`src/hw/rtl/mrfc_pkg.sv`:
```
package mrfc_pkg;

  localparam int MaxFrameBytes = 255;

  localparam logic [1:0] OP_FRAME      = 2'd0;
  localparam logic [1:0] OP_CONNECT    = 2'd1;
  localparam logic [1:0] OP_DISCONNECT = 2'd2;

  localparam logic [3:0] VERD_SHORT   = 4'd0;
  localparam logic [3:0] VERD_CRC_ERR = 4'd1;
  localparam logic [3:0] VERD_ACK     = 4'd2;
  localparam logic [3:0] VERD_RTS     = 4'd3;
  localparam logic [3:0] VERD_CTS     = 4'd4;
  localparam logic [3:0] VERD_END     = 4'd5;
  localparam logic [3:0] VERD_DATA    = 4'd6;
  localparam logic [3:0] VERD_DUP     = 4'd7;
  localparam logic [3:0] VERD_BCAST   = 4'd8;
  localparam logic [3:0] VERD_IGNORED = 4'd9;

  localparam logic [7:0]  TYPE_ACK    = 8'h02;
  localparam logic [7:0]  CMD_RTS     = 8'h01;
  localparam logic [7:0]  CMD_CTS     = 8'h02;
  localparam logic [7:0]  CMD_END     = 8'h03;
  localparam logic [7:0]  CMD_REALIGN = 8'h08;
  localparam logic [15:0] BCAST_ADDR  = 16'hFFFF;
  localparam logic [7:0]  MIN_LEN     = 8'd12;
  localparam logic [7:0]  ACK_LEN     = 8'd6;
  localparam logic [15:0] CRC_POLY    = 16'h8408;
  localparam logic [15:0] OWN_ADDR_RST = 16'hE841;
  localparam logic [7:0]  MAX_COUNT   = 8'(MaxFrameBytes);

  // Register byte addresses (word index in paddr[2])
  localparam logic REG_OWN_ADDRESS = 1'b0;

  // Frame fields gathered so far, as seen at the trailer byte
  typedef struct packed {
    logic        crc_ok;
    logic [7:0]  len;
    logic [7:0]  type_byte;
    logic [7:0]  seq_byte;
    logic [15:0] dest_addr;
    logic [15:0] src_addr;
    logic [7:0]  command_byte;
  } frame_t;

  typedef struct packed {
    logic [3:0]  verdict;
    logic [7:0]  seq_number;
    logic        ack_needed;
    logic [7:0]  payload_length;
    logic [15:0] link_peer;
    logic [15:0] error_total;
    logic [15:0] accepted_total;
  } result_t;

  // Reflected CRC-16, one byte, LSB first
  function automatic logic [15:0] crc_byte(input logic [15:0] crc_in, input logic [7:0] b);
    logic [15:0] c;
    logic        fb;
    c = crc_in;
    for (int k = 0; k < 8; k++) begin
      fb = b[k] ^ c[0];
      c  = {1'b0, c[15:1]};
      if (fb) begin
        c = c ^ CRC_POLY;
      end
    end
    return c;
  endfunction

  function automatic logic [15:0] sat_inc(input logic [15:0] c);
    return (c != 16'hFFFF) ? c + 16'd1 : c;
  endfunction

endpackage

```
`src/hw/rtl/mrfc_frame.sv`:
```
module mrfc_frame (
  input  logic               clk,
  input  logic               rst,
  input  logic               fire,
  input  logic [1:0]         op,
  input  logic [7:0]         data_byte,
  input  logic               last_byte,
  output mrfc_pkg::frame_t   frame
);

  logic [15:0] crc_reg;
  logic [7:0]  byte_count;
  logic [7:0]  type_byte;
  logic [7:0]  seq_byte;
  logic [15:0] dest_addr;
  logic [15:0] src_addr;
  logic [7:0]  command_byte;
  logic [8:0]  len_wide;

  always_ff @(posedge clk) begin
    if (rst) begin
      crc_reg      <= '0;
      byte_count   <= '0;
      type_byte    <= '0;
      seq_byte     <= '0;
      dest_addr    <= '0;
      src_addr     <= '0;
      command_byte <= '0;
    end else if (fire && op == mrfc_pkg::OP_FRAME) begin
      if (last_byte) begin
        crc_reg      <= '0;
        byte_count   <= '0;
        type_byte    <= '0;
        seq_byte     <= '0;
        dest_addr    <= '0;
        src_addr     <= '0;
        command_byte <= '0;
      end else begin
        crc_reg <= mrfc_pkg::crc_byte(crc_reg, data_byte);
        unique case (byte_count)
          8'd0: type_byte <= data_byte;
          8'd2: seq_byte <= data_byte;
          8'd5: dest_addr[7:0] <= data_byte;
          8'd6: dest_addr[15:8] <= data_byte;
          8'd7: src_addr[7:0] <= data_byte;
          8'd8: src_addr[15:8] <= data_byte;
          8'd9: command_byte <= data_byte;
          default: ;
        endcase
        if (byte_count < mrfc_pkg::MAX_COUNT) begin
          byte_count <= byte_count + 8'd1;
        end
      end
    end
  end

  // length with trailer, clamped to the frame limit
  assign len_wide = {1'b0, byte_count} + 9'd1;

  always_comb begin
    frame.crc_ok       = (crc_reg == 16'd0);
    frame.len          = (len_wide > {1'b0, mrfc_pkg::MAX_COUNT}) ? mrfc_pkg::MAX_COUNT
                                                                 : len_wide[7:0];
    frame.type_byte    = type_byte;
    frame.seq_byte     = seq_byte;
    frame.dest_addr    = dest_addr;
    frame.src_addr     = src_addr;
    frame.command_byte = command_byte;
  end

endmodule

```
`src/hw/rtl/mrfc_link.sv`:
```
module mrfc_link (
  input  logic               clk,
  input  logic               rst,
  input  logic               fire,
  input  logic [1:0]         op,
  input  logic               last_byte,
  input  logic [15:0]        peer_request,
  input  logic [15:0]        own_address,
  input  mrfc_pkg::frame_t   frame,
  output logic               res_valid,
  output mrfc_pkg::result_t  res
);

  logic        connected;
  logic [15:0] peer_addr;
  logic [7:0]  last_seq;
  logic        last_seq_valid;
  logic [15:0] error_count;
  logic [15:0] accept_count;

  logic        connected_next;
  logic [15:0] peer_addr_next;
  logic [7:0]  last_seq_next;
  logic        last_seq_valid_next;
  logic [15:0] error_count_next;
  logic [15:0] accept_count_next;

  logic [3:0]  verd;
  logic        ack;
  logic [7:0]  payload;
  logic        for_me;
  logic        from_peer;
  logic        not_bcast;
  logic        is_short;
  logic        trailer;

  assign for_me    = (frame.src_addr != own_address) && (frame.dest_addr == own_address);
  assign from_peer = (peer_addr == frame.src_addr);
  assign not_bcast = (frame.dest_addr != mrfc_pkg::BCAST_ADDR);
  assign is_short  = (frame.len < mrfc_pkg::MIN_LEN) && (frame.len != mrfc_pkg::ACK_LEN);
  assign trailer   = fire && (op == mrfc_pkg::OP_FRAME) && last_byte;

  always_comb begin
    connected_next      = connected;
    peer_addr_next      = peer_addr;
    last_seq_next       = last_seq;
    last_seq_valid_next = last_seq_valid;
    error_count_next    = error_count;
    accept_count_next   = accept_count;
    verd                = mrfc_pkg::VERD_IGNORED;
    ack                 = 1'b0;
    payload             = 8'd0;
    if (fire && op == mrfc_pkg::OP_CONNECT) begin
      peer_addr_next = peer_request;
    end else if (fire && op == mrfc_pkg::OP_DISCONNECT) begin
      peer_addr_next      = '0;
      connected_next      = 1'b0;
      last_seq_next       = '0;
      last_seq_valid_next = 1'b0;
    end else if (trailer) begin
      priority if (is_short) begin
        verd = mrfc_pkg::VERD_SHORT;
      end else if (!frame.crc_ok) begin
        verd             = mrfc_pkg::VERD_CRC_ERR;
        error_count_next = mrfc_pkg::sat_inc(error_count);
      end else if (frame.type_byte == mrfc_pkg::TYPE_ACK) begin
        verd = mrfc_pkg::VERD_ACK;
      end else if (for_me && frame.command_byte == mrfc_pkg::CMD_RTS &&
                   (!connected || from_peer)) begin
        verd           = mrfc_pkg::VERD_RTS;
        peer_addr_next = frame.src_addr;
        connected_next = 1'b1;
        ack            = not_bcast;
      end else if (for_me && frame.command_byte == mrfc_pkg::CMD_CTS) begin
        verd              = mrfc_pkg::VERD_CTS;
        connected_next    = 1'b1;
        accept_count_next = mrfc_pkg::sat_inc(accept_count);
        ack               = not_bcast;
      end else if (for_me && frame.command_byte == mrfc_pkg::CMD_END) begin
        verd = mrfc_pkg::VERD_END;
        ack  = not_bcast;
      end else if (for_me && from_peer && frame.command_byte != mrfc_pkg::CMD_RTS &&
                   frame.command_byte != mrfc_pkg::CMD_CTS) begin
        if (last_seq_valid && last_seq == frame.seq_byte) begin
          verd = mrfc_pkg::VERD_DUP;
        end else begin
          verd                = mrfc_pkg::VERD_DATA;
          last_seq_next       = frame.seq_byte;
          last_seq_valid_next = 1'b1;
          accept_count_next   = mrfc_pkg::sat_inc(accept_count);
          payload             = (frame.len > mrfc_pkg::MIN_LEN) ?
                                frame.len - mrfc_pkg::MIN_LEN : 8'd0;
        end
        ack = not_bcast;
      end else if (frame.dest_addr == mrfc_pkg::BCAST_ADDR &&
                   frame.command_byte == mrfc_pkg::CMD_REALIGN) begin
        verd = mrfc_pkg::VERD_BCAST;
      end else begin
        verd = mrfc_pkg::VERD_IGNORED;
      end
    end
  end

  always_ff @(posedge clk) begin
    if (rst) begin
      connected      <= 1'b0;
      peer_addr      <= '0;
      last_seq       <= '0;
      last_seq_valid <= 1'b0;
      error_count    <= '0;
      accept_count   <= '0;
    end else begin
      connected      <= connected_next;
      peer_addr      <= peer_addr_next;
      last_seq       <= last_seq_next;
      last_seq_valid <= last_seq_valid_next;
      error_count    <= error_count_next;
      accept_count   <= accept_count_next;
    end
  end

  assign res_valid = trailer;

  always_comb begin
    res.verdict        = verd;
    res.seq_number     = frame.seq_byte;
    res.ack_needed     = ack;
    res.payload_length = payload;
    res.link_peer      = peer_addr_next;
    res.error_total    = error_count_next;
    res.accepted_total = accept_count_next;
  end

  a_disc_clears: assert property (@(posedge clk) disable iff (rst)
    fire && op == mrfc_pkg::OP_DISCONNECT |=> !connected && !last_seq_valid && peer_addr == 16'd0)
    else $error("disconnect left link state");

  a_err_monotonic: assert property (@(posedge clk) disable iff (rst)
    !$past(rst) |-> error_count >= $past(error_count))
    else $error("error count went backwards");

  a_accept_only_cts_data: assert property (@(posedge clk) disable iff (rst)
    accept_count_next != accept_count |->
      trailer && (verd == mrfc_pkg::VERD_CTS || verd == mrfc_pkg::VERD_DATA))
    else $error("accept count moved without cts or data");

endmodule

```
`src/hw/rtl/mac_rx_frame_classifier_unit.sv`:
```
// Receive-side frame classifier for an 802.15.4-style MAC.
//
// Item channel (item_valid / item_stall): one transaction per frame byte
// (op = frame byte, last_byte marks the trailer) or per local connect /
// disconnect request. Result channel (result_valid / result_stall): one
// transaction per trailer byte carrying the verdict, ack flag, payload
// length, current peer and the saturating error / accept counters.
//
// Pipeline: input register -> CRC/capture and classify logic -> result
// register. A trailer taken into the input register is classified and its
// result is loaded into the result register, where result_valid shows it. One
// transaction per cycle is sustained while the result channel is not stalled;
// the CRC byte update and the verdict priority chain are both combinational.
//
// When the result register is full and stalled, the input register holds its
// item and item_stall goes high until the result is taken; nothing is dropped.
// Reset clears the frame state, link state and counters and sets own_address to
// 0xE841. The user must write configuration over APB only while idle, which the block does not enforce.
module mac_rx_frame_classifier_unit (
  input  logic        clk,
  input  logic        rst,
  // item channel
  input  logic        item_valid,
  output logic        item_stall,
  input  logic [1:0]  op,
  input  logic [7:0]  data_byte,
  input  logic        last_byte,
  input  logic [15:0] peer_request,
  // result channel
  output logic        result_valid,
  input  logic        result_stall,
  output logic [3:0]  verdict,
  output logic [7:0]  seq_number,
  output logic        ack_needed,
  output logic [7:0]  payload_length,
  output logic [15:0] link_peer,
  output logic [15:0] error_total,
  output logic [15:0] accepted_total,
  // configuration port
  input  logic        psel,
  input  logic        penable,
  input  logic        pwrite,
  input  logic [2:0]  paddr,
  input  logic [31:0] pwdata,
  output logic [31:0] prdata,
  output logic        pready
);

  // input register
  logic        s1_valid;
  logic [1:0]  s1_op;
  logic [7:0]  s1_data;
  logic        s1_last;
  logic [15:0] s1_peer;

  logic        proc_fire;
  logic        item_take;
  logic        load_result;
  logic [15:0] own_address;

  mrfc_pkg::frame_t  frame;
  mrfc_pkg::result_t res;
  logic              res_valid;

  // processing stage advances when the result register is free or draining
  assign proc_fire  = s1_valid && (!result_valid || !result_stall);
  assign item_stall = s1_valid && !proc_fire;
  assign item_take  = item_valid && !item_stall;

  always_ff @(posedge clk) begin
    if (rst) begin
      s1_valid <= 1'b0;
    end else if (item_take) begin
      s1_valid <= 1'b1;
    end else if (proc_fire) begin
      s1_valid <= 1'b0;
    end
  end

  always_ff @(posedge clk) begin
    if (item_take) begin
      s1_op   <= op;
      s1_data <= data_byte;
      s1_last <= last_byte;
      s1_peer <= peer_request;
    end
  end

  // APB register: own_address at word 0
  assign pready = 1'b1;

  always_ff @(posedge clk) begin
    if (rst) begin
      own_address <= mrfc_pkg::OWN_ADDR_RST;
    end else if (psel && penable && pwrite && pready &&
                 paddr[2] == mrfc_pkg::REG_OWN_ADDRESS) begin
      own_address <= pwdata[15:0];
    end
  end

  assign prdata = (paddr[2] == mrfc_pkg::REG_OWN_ADDRESS) ? {16'd0, own_address} : 32'd0;

  mrfc_frame u_frame (
    .clk       (clk),
    .rst       (rst),
    .fire      (proc_fire),
    .op        (s1_op),
    .data_byte (s1_data),
    .last_byte (s1_last),
    .frame     (frame)
  );

  mrfc_link u_link (
    .clk          (clk),
    .rst          (rst),
    .fire         (proc_fire),
    .op           (s1_op),
    .last_byte    (s1_last),
    .peer_request (s1_peer),
    .own_address  (own_address),
    .frame        (frame),
    .res_valid    (res_valid),
    .res          (res)
  );

  // result register
  assign load_result = proc_fire && res_valid;

  always_ff @(posedge clk) begin
    if (rst) begin
      result_valid <= 1'b0;
    end else if (load_result) begin
      result_valid <= 1'b1;
    end else if (!result_stall) begin
      result_valid <= 1'b0;
    end
  end

  always_ff @(posedge clk) begin
    if (load_result) begin
      verdict        <= res.verdict;
      seq_number     <= res.seq_number;
      ack_needed     <= res.ack_needed;
      payload_length <= res.payload_length;
      link_peer      <= res.link_peer;
      error_total    <= res.error_total;
      accepted_total <= res.accepted_total;
    end
  end

  a_stall_cause: assert property (@(posedge clk) disable iff (rst)
    item_stall |-> s1_valid && result_valid && result_stall)
    else $error("input stalled without a blocked result");

  a_load_shows: assert property (@(posedge clk) disable iff (rst)
    load_result |=> result_valid)
    else $error("classified trailer produced no result");

  a_no_overwrite: assert property (@(posedge clk) disable iff (rst)
    result_valid && result_stall |-> !load_result)
    else $error("stalled result overwritten");

endmodule

```
`config.mk`:
```
export PLATFORM = sky130hd
export DESIGN_NAME = mac_rx_frame_classifier_unit
export DESIGN_NICKNAME = d
export VERILOG_FILES = /design/src/hw/rtl/mrfc_pkg.sv /design/src/hw/rtl/mrfc_frame.sv /design/src/hw/rtl/mrfc_link.sv /design/src/hw/rtl/mac_rx_frame_classifier_unit.sv
export SDC_FILE = /design/constraint.sdc
export NUM_CORES = 1
export LEC_CHECK = 0
export ABC_AREA = 0
export BUFFER_PORTS_ARGS = -buffer_cell sky130_fd_sc_hd__buf_2
export CAP_MARGIN = 25
export CORE_MARGIN = 4
export CORE_UTILIZATION = 38
export CTS_CLUSTER_SIZE = 28
export DETAILED_ROUTE_END_ITERATION = 16
export SYNTH_ARGS = -nofsm -noshare
export SYNTH_HDL_FRONTEND = slang
export SYNTH_SLANG_ARGS = --single-unit
```
`constraint.sdc`:
```
create_clock -name clk -period 3.1 [get_ports clk]
set_input_delay 0 -clock clk [delete_from_list [all_inputs] [get_ports clk]]
set_output_delay 0 -clock clk [all_outputs]
set_load 0.03 [all_outputs]
```
==> flow_metrics.env <==
export IMPL_vdd_drop_max_mv=0.398
export IMPL_clock_path_buffers=3
export IMPL_drtIter0Drc=669
export IMPL_relSlewSlack_pct=38.9
export IMPL_rsz0062_at_grt="false"
export IMPL_design_area_mm2=0.0142
export IMPL_yosys_top_cells_count="nand2_1 (159), dfxtp_1 (156), a21oi_1 (101)"
export IMPL_final_nets=1470
export IMPL_place_area_mm2=0.0128
export IMPL_arrival_ps=3120
export IMPL_htreeDepth=1
export IMPL_fmax_ghz=0.353
export IMPL_grt_overflow_total=0
export IMPL_clock_latency_ps=540
export IMPL_viasPerCell=5.11
export IMPL_synth_area_mm2=0.0117
export IMPL_dp_hpwl_um=20100
export IMPL_drive_gt1_share_pct=18.4
export IMPL_root_buffer="clkbuf_16"
export IMPL_gr_usage_all_layers_pct=16.7
export IMPL_internal_power_w=0.00557
export IMPL_drv_slew=0
export IMPL_route_detailed_drc=0
export IMPL_netlist_instances=1207
export IMPL_grt_max_degree=73
export IMPL_antenna_found_initial=0
export IMPL_syn_avg_cell_area_um2=9.68
export IMPL_worstPathRequired_ps=3390
export IMPL_drt_wl_total_um=29100
export IMPL_setup_viol=0
export IMPL_syn_to_final_growth_pct=21.6
export IMPL_worstPathMaxFanout=16
export IMPL_ant_nets=0
export IMPL_hold_viol_final=0
export IMPL_finClkSkew_ps=11.6
export IMPL_crit_path_end_kind="flip-flop"
export IMPL_tns_ps=0
export IMPL_yosysSeqAreaShare_pct=51.4
export IMPL_ff_latch_area_mm2=0.00601
export IMPL_yosys_area_top_type_share_pct=26.7
export IMPL_core_area_mm2=0.0300
export IMPL_die_area_mm2=0.0336
export IMPL_synth_top_cell_by_area="dfxtp_1"
export IMPL_cts_buffers=28
export IMPL_p_seq_share_pct=49.0
export IMPL_grt_pass1_wl_um=46400
export IMPL_cts_tree="yes"
export IMPL_p_clk_share_pct=45.3
export IMPL_power_density_mw_per_mm2=505
export IMPL_worst_setup_hold_path_clk_slew_ps=60
export IMPL_start_util_pct=39.0
export IMPL_ys_ff_latch=252
export IMPL_p_leak_nw=5.51
export IMPL_path_class="reg -> reg"
export IMPL_synth_top_cells_by_area="dfxtp_1 (27%), edfxtp_1 (25%), nand2_1 (5.1%)"
export IMPL_multi_input_comb_area_mm2=0.00528
export IMPL_io_buffers=137
export IMPL_die_w_um=183
export IMPL_rows=63
export IMPL_synth_cell_types=62
export IMPL_place_congestion=0.845
export IMPL_fillerInstances=2844
export IMPL_synth_most_common_cell="nand2_1"
export IMPL_layout_min_cycle_time_ps=2840
export IMPL_cts_sinks=252
export IMPL_io_pin_count=173
export IMPL_die_h_um=183
export IMPL_ys_flop_type="dfxtp_1"
export IMPL_worstMarginPinSlew_ps=908
export IMPL_wl_per_cell_um=16.1
export IMPL_min_period_over_period_pct=91.5
export IMPL_start_kind="flip-flop"
export IMPL_cts_repair_resized=0
export IMPL_grt_pass1_vias=8822
export IMPL_cap_violations=0
export IMPL_hold_path_class="in -> reg"
export IMPL_status="finished clean"
export IMPL_switching_share_pct=22.3
export IMPL_postSynth_asyncResetShare_pct=0
export IMPL_vias=9234
export IMPL_comb_power_share_pct=5.7
export IMPL_switchingPower_w=0.00160
export IMPL_drtPass1Iterations=5
export IMPL_yosysWarningCount=0
export IMPL_synth_enable_flop_cells=96
[metal layers]
| layer | up-vias | global-route usage (%) | part of all wire (%) |
|---|---|---|---|
| met4 | 0 | 4.35 | 2.4 |
| met1 | 4306 | 23.4 | 46 |
| met2 | 297 | 27.2 | 46 |
| li1 | 4574 | - | - |
| met5 | - | 0 | 0 |
| met3 | 57 | 2.54 | 5.8 |
[worst max-delay path: stages, from the launching register on]
cell     delay [ps]
dfxtp_1         470
and3_1          220
nand3_1         210
nand2_1         180
ha_1            250
a41o_2          230
o21a_1          200
nand4_4         370
mux2i_1         330
o21ai_0         100
[area by class of cell]
class                           instances  share of cell area [%]
Sequential cell                       252                    42.3
Multi-Input combinational cell        874                    37.1
Timing Repair Buffer                  224                    10.3
Clock buffer                           41                    5.63
Tap cell                              390                    3.43
Clock inverter                         11                   0.793
Inverter                               13                   0.370
Antenna cell                            1                  0.0176
[kinds of logic after synthesis]
kind of cell,share of synthesized area [%]
xor gates and xnor gates,8.54
other,0.0643
and+or+nand+nor,22.7
DFF,51.4
adders and majority gates,0.857
AOI/OAI and AO/OA,9.31
buffers and inverters,3.97
muxes,3.12
[final timing paths]
check        slack, ps                                  from  cells after the start                                    to
max                260    u_frame.byte_count[6]$_SDFFE_PP0P_                      9                link_peer[2]$_DFFE_PP_
min                 20                                   rst                      2                 s1_valid$_SDFFE_PP0P_
max reg2reg        260    u_frame.byte_count[6]$_SDFFE_PP0P_                      9                link_peer[2]$_DFFE_PP_
min reg2reg        460  u_frame.command_byte[4]$_SDFFE_PP0P_                      2  u_frame.command_byte[4]$_SDFFE_PP0P_
[power by group through the flow]
stage          combinational [W]  sequential [W]  clock, W
3_3_place_gp            0.000358         0.00358         0
6_report                0.000409         0.00351   0.00325
4_1_cts                 0.000406         0.00351   0.00332
2_1_floorplan           0.000232         0.00359         0
3_5_place_dp            0.000361         0.00358         0
5_1_grt                 0.000444         0.00351   0.00347
[stage by stage]
step	setup slack, ps	std cells	power [W]	util (%)	hold WS [ps]
after floorplan	8.07	1222	0.00382	-	98.9
after global placement	292	1706	0.00394	42.8	178
after detailed placement	259	1706	0.00394	42.8	178
after CTS	256	1804	0.00723	47.4	12.3
after global routing	1.65	1805	0.00742	47.4	61.5
final	263	1806	0.00717	47.4	22.6
[what timing repair did]
item | in CTS | in global routing
setup buffers | 0 | 0
hold buffers | 46 | 0
endpoints found under the hold margin | 54 | 0
[cell usage in the layout, fill, tap and decap left out, types with 4 or more instances in the layout]
master,n
nand2_1,158
dfxtp_1,156
buf_2,136
a21oi_1,101
edfxtp_1,96
nand3_1,83
nor2_1,71
xor2_1,64
nor2b_1,52
xnor2_1,50
o21ai_0,46
dlygate4sd3_1,46
buf_4,41
clkbuf_16,28
nor4_1,22
nand4_1,21
nor3_1,21
mux2i_1,18
and3_1,17
conb_1,17
mux2_2,15
inv_1,12
nand2b_1,12
nand3b_1,12
a31oi_1,11
a22oi_1,8
ha_1,8
clkbuf_1,8
and2_1,5
nor4_2,5
clkbuf_8,5
clkinv_2,5
nor4b_1,4
a211oi_1,4
Note: power is estimated with default switching activity, not from simulation.
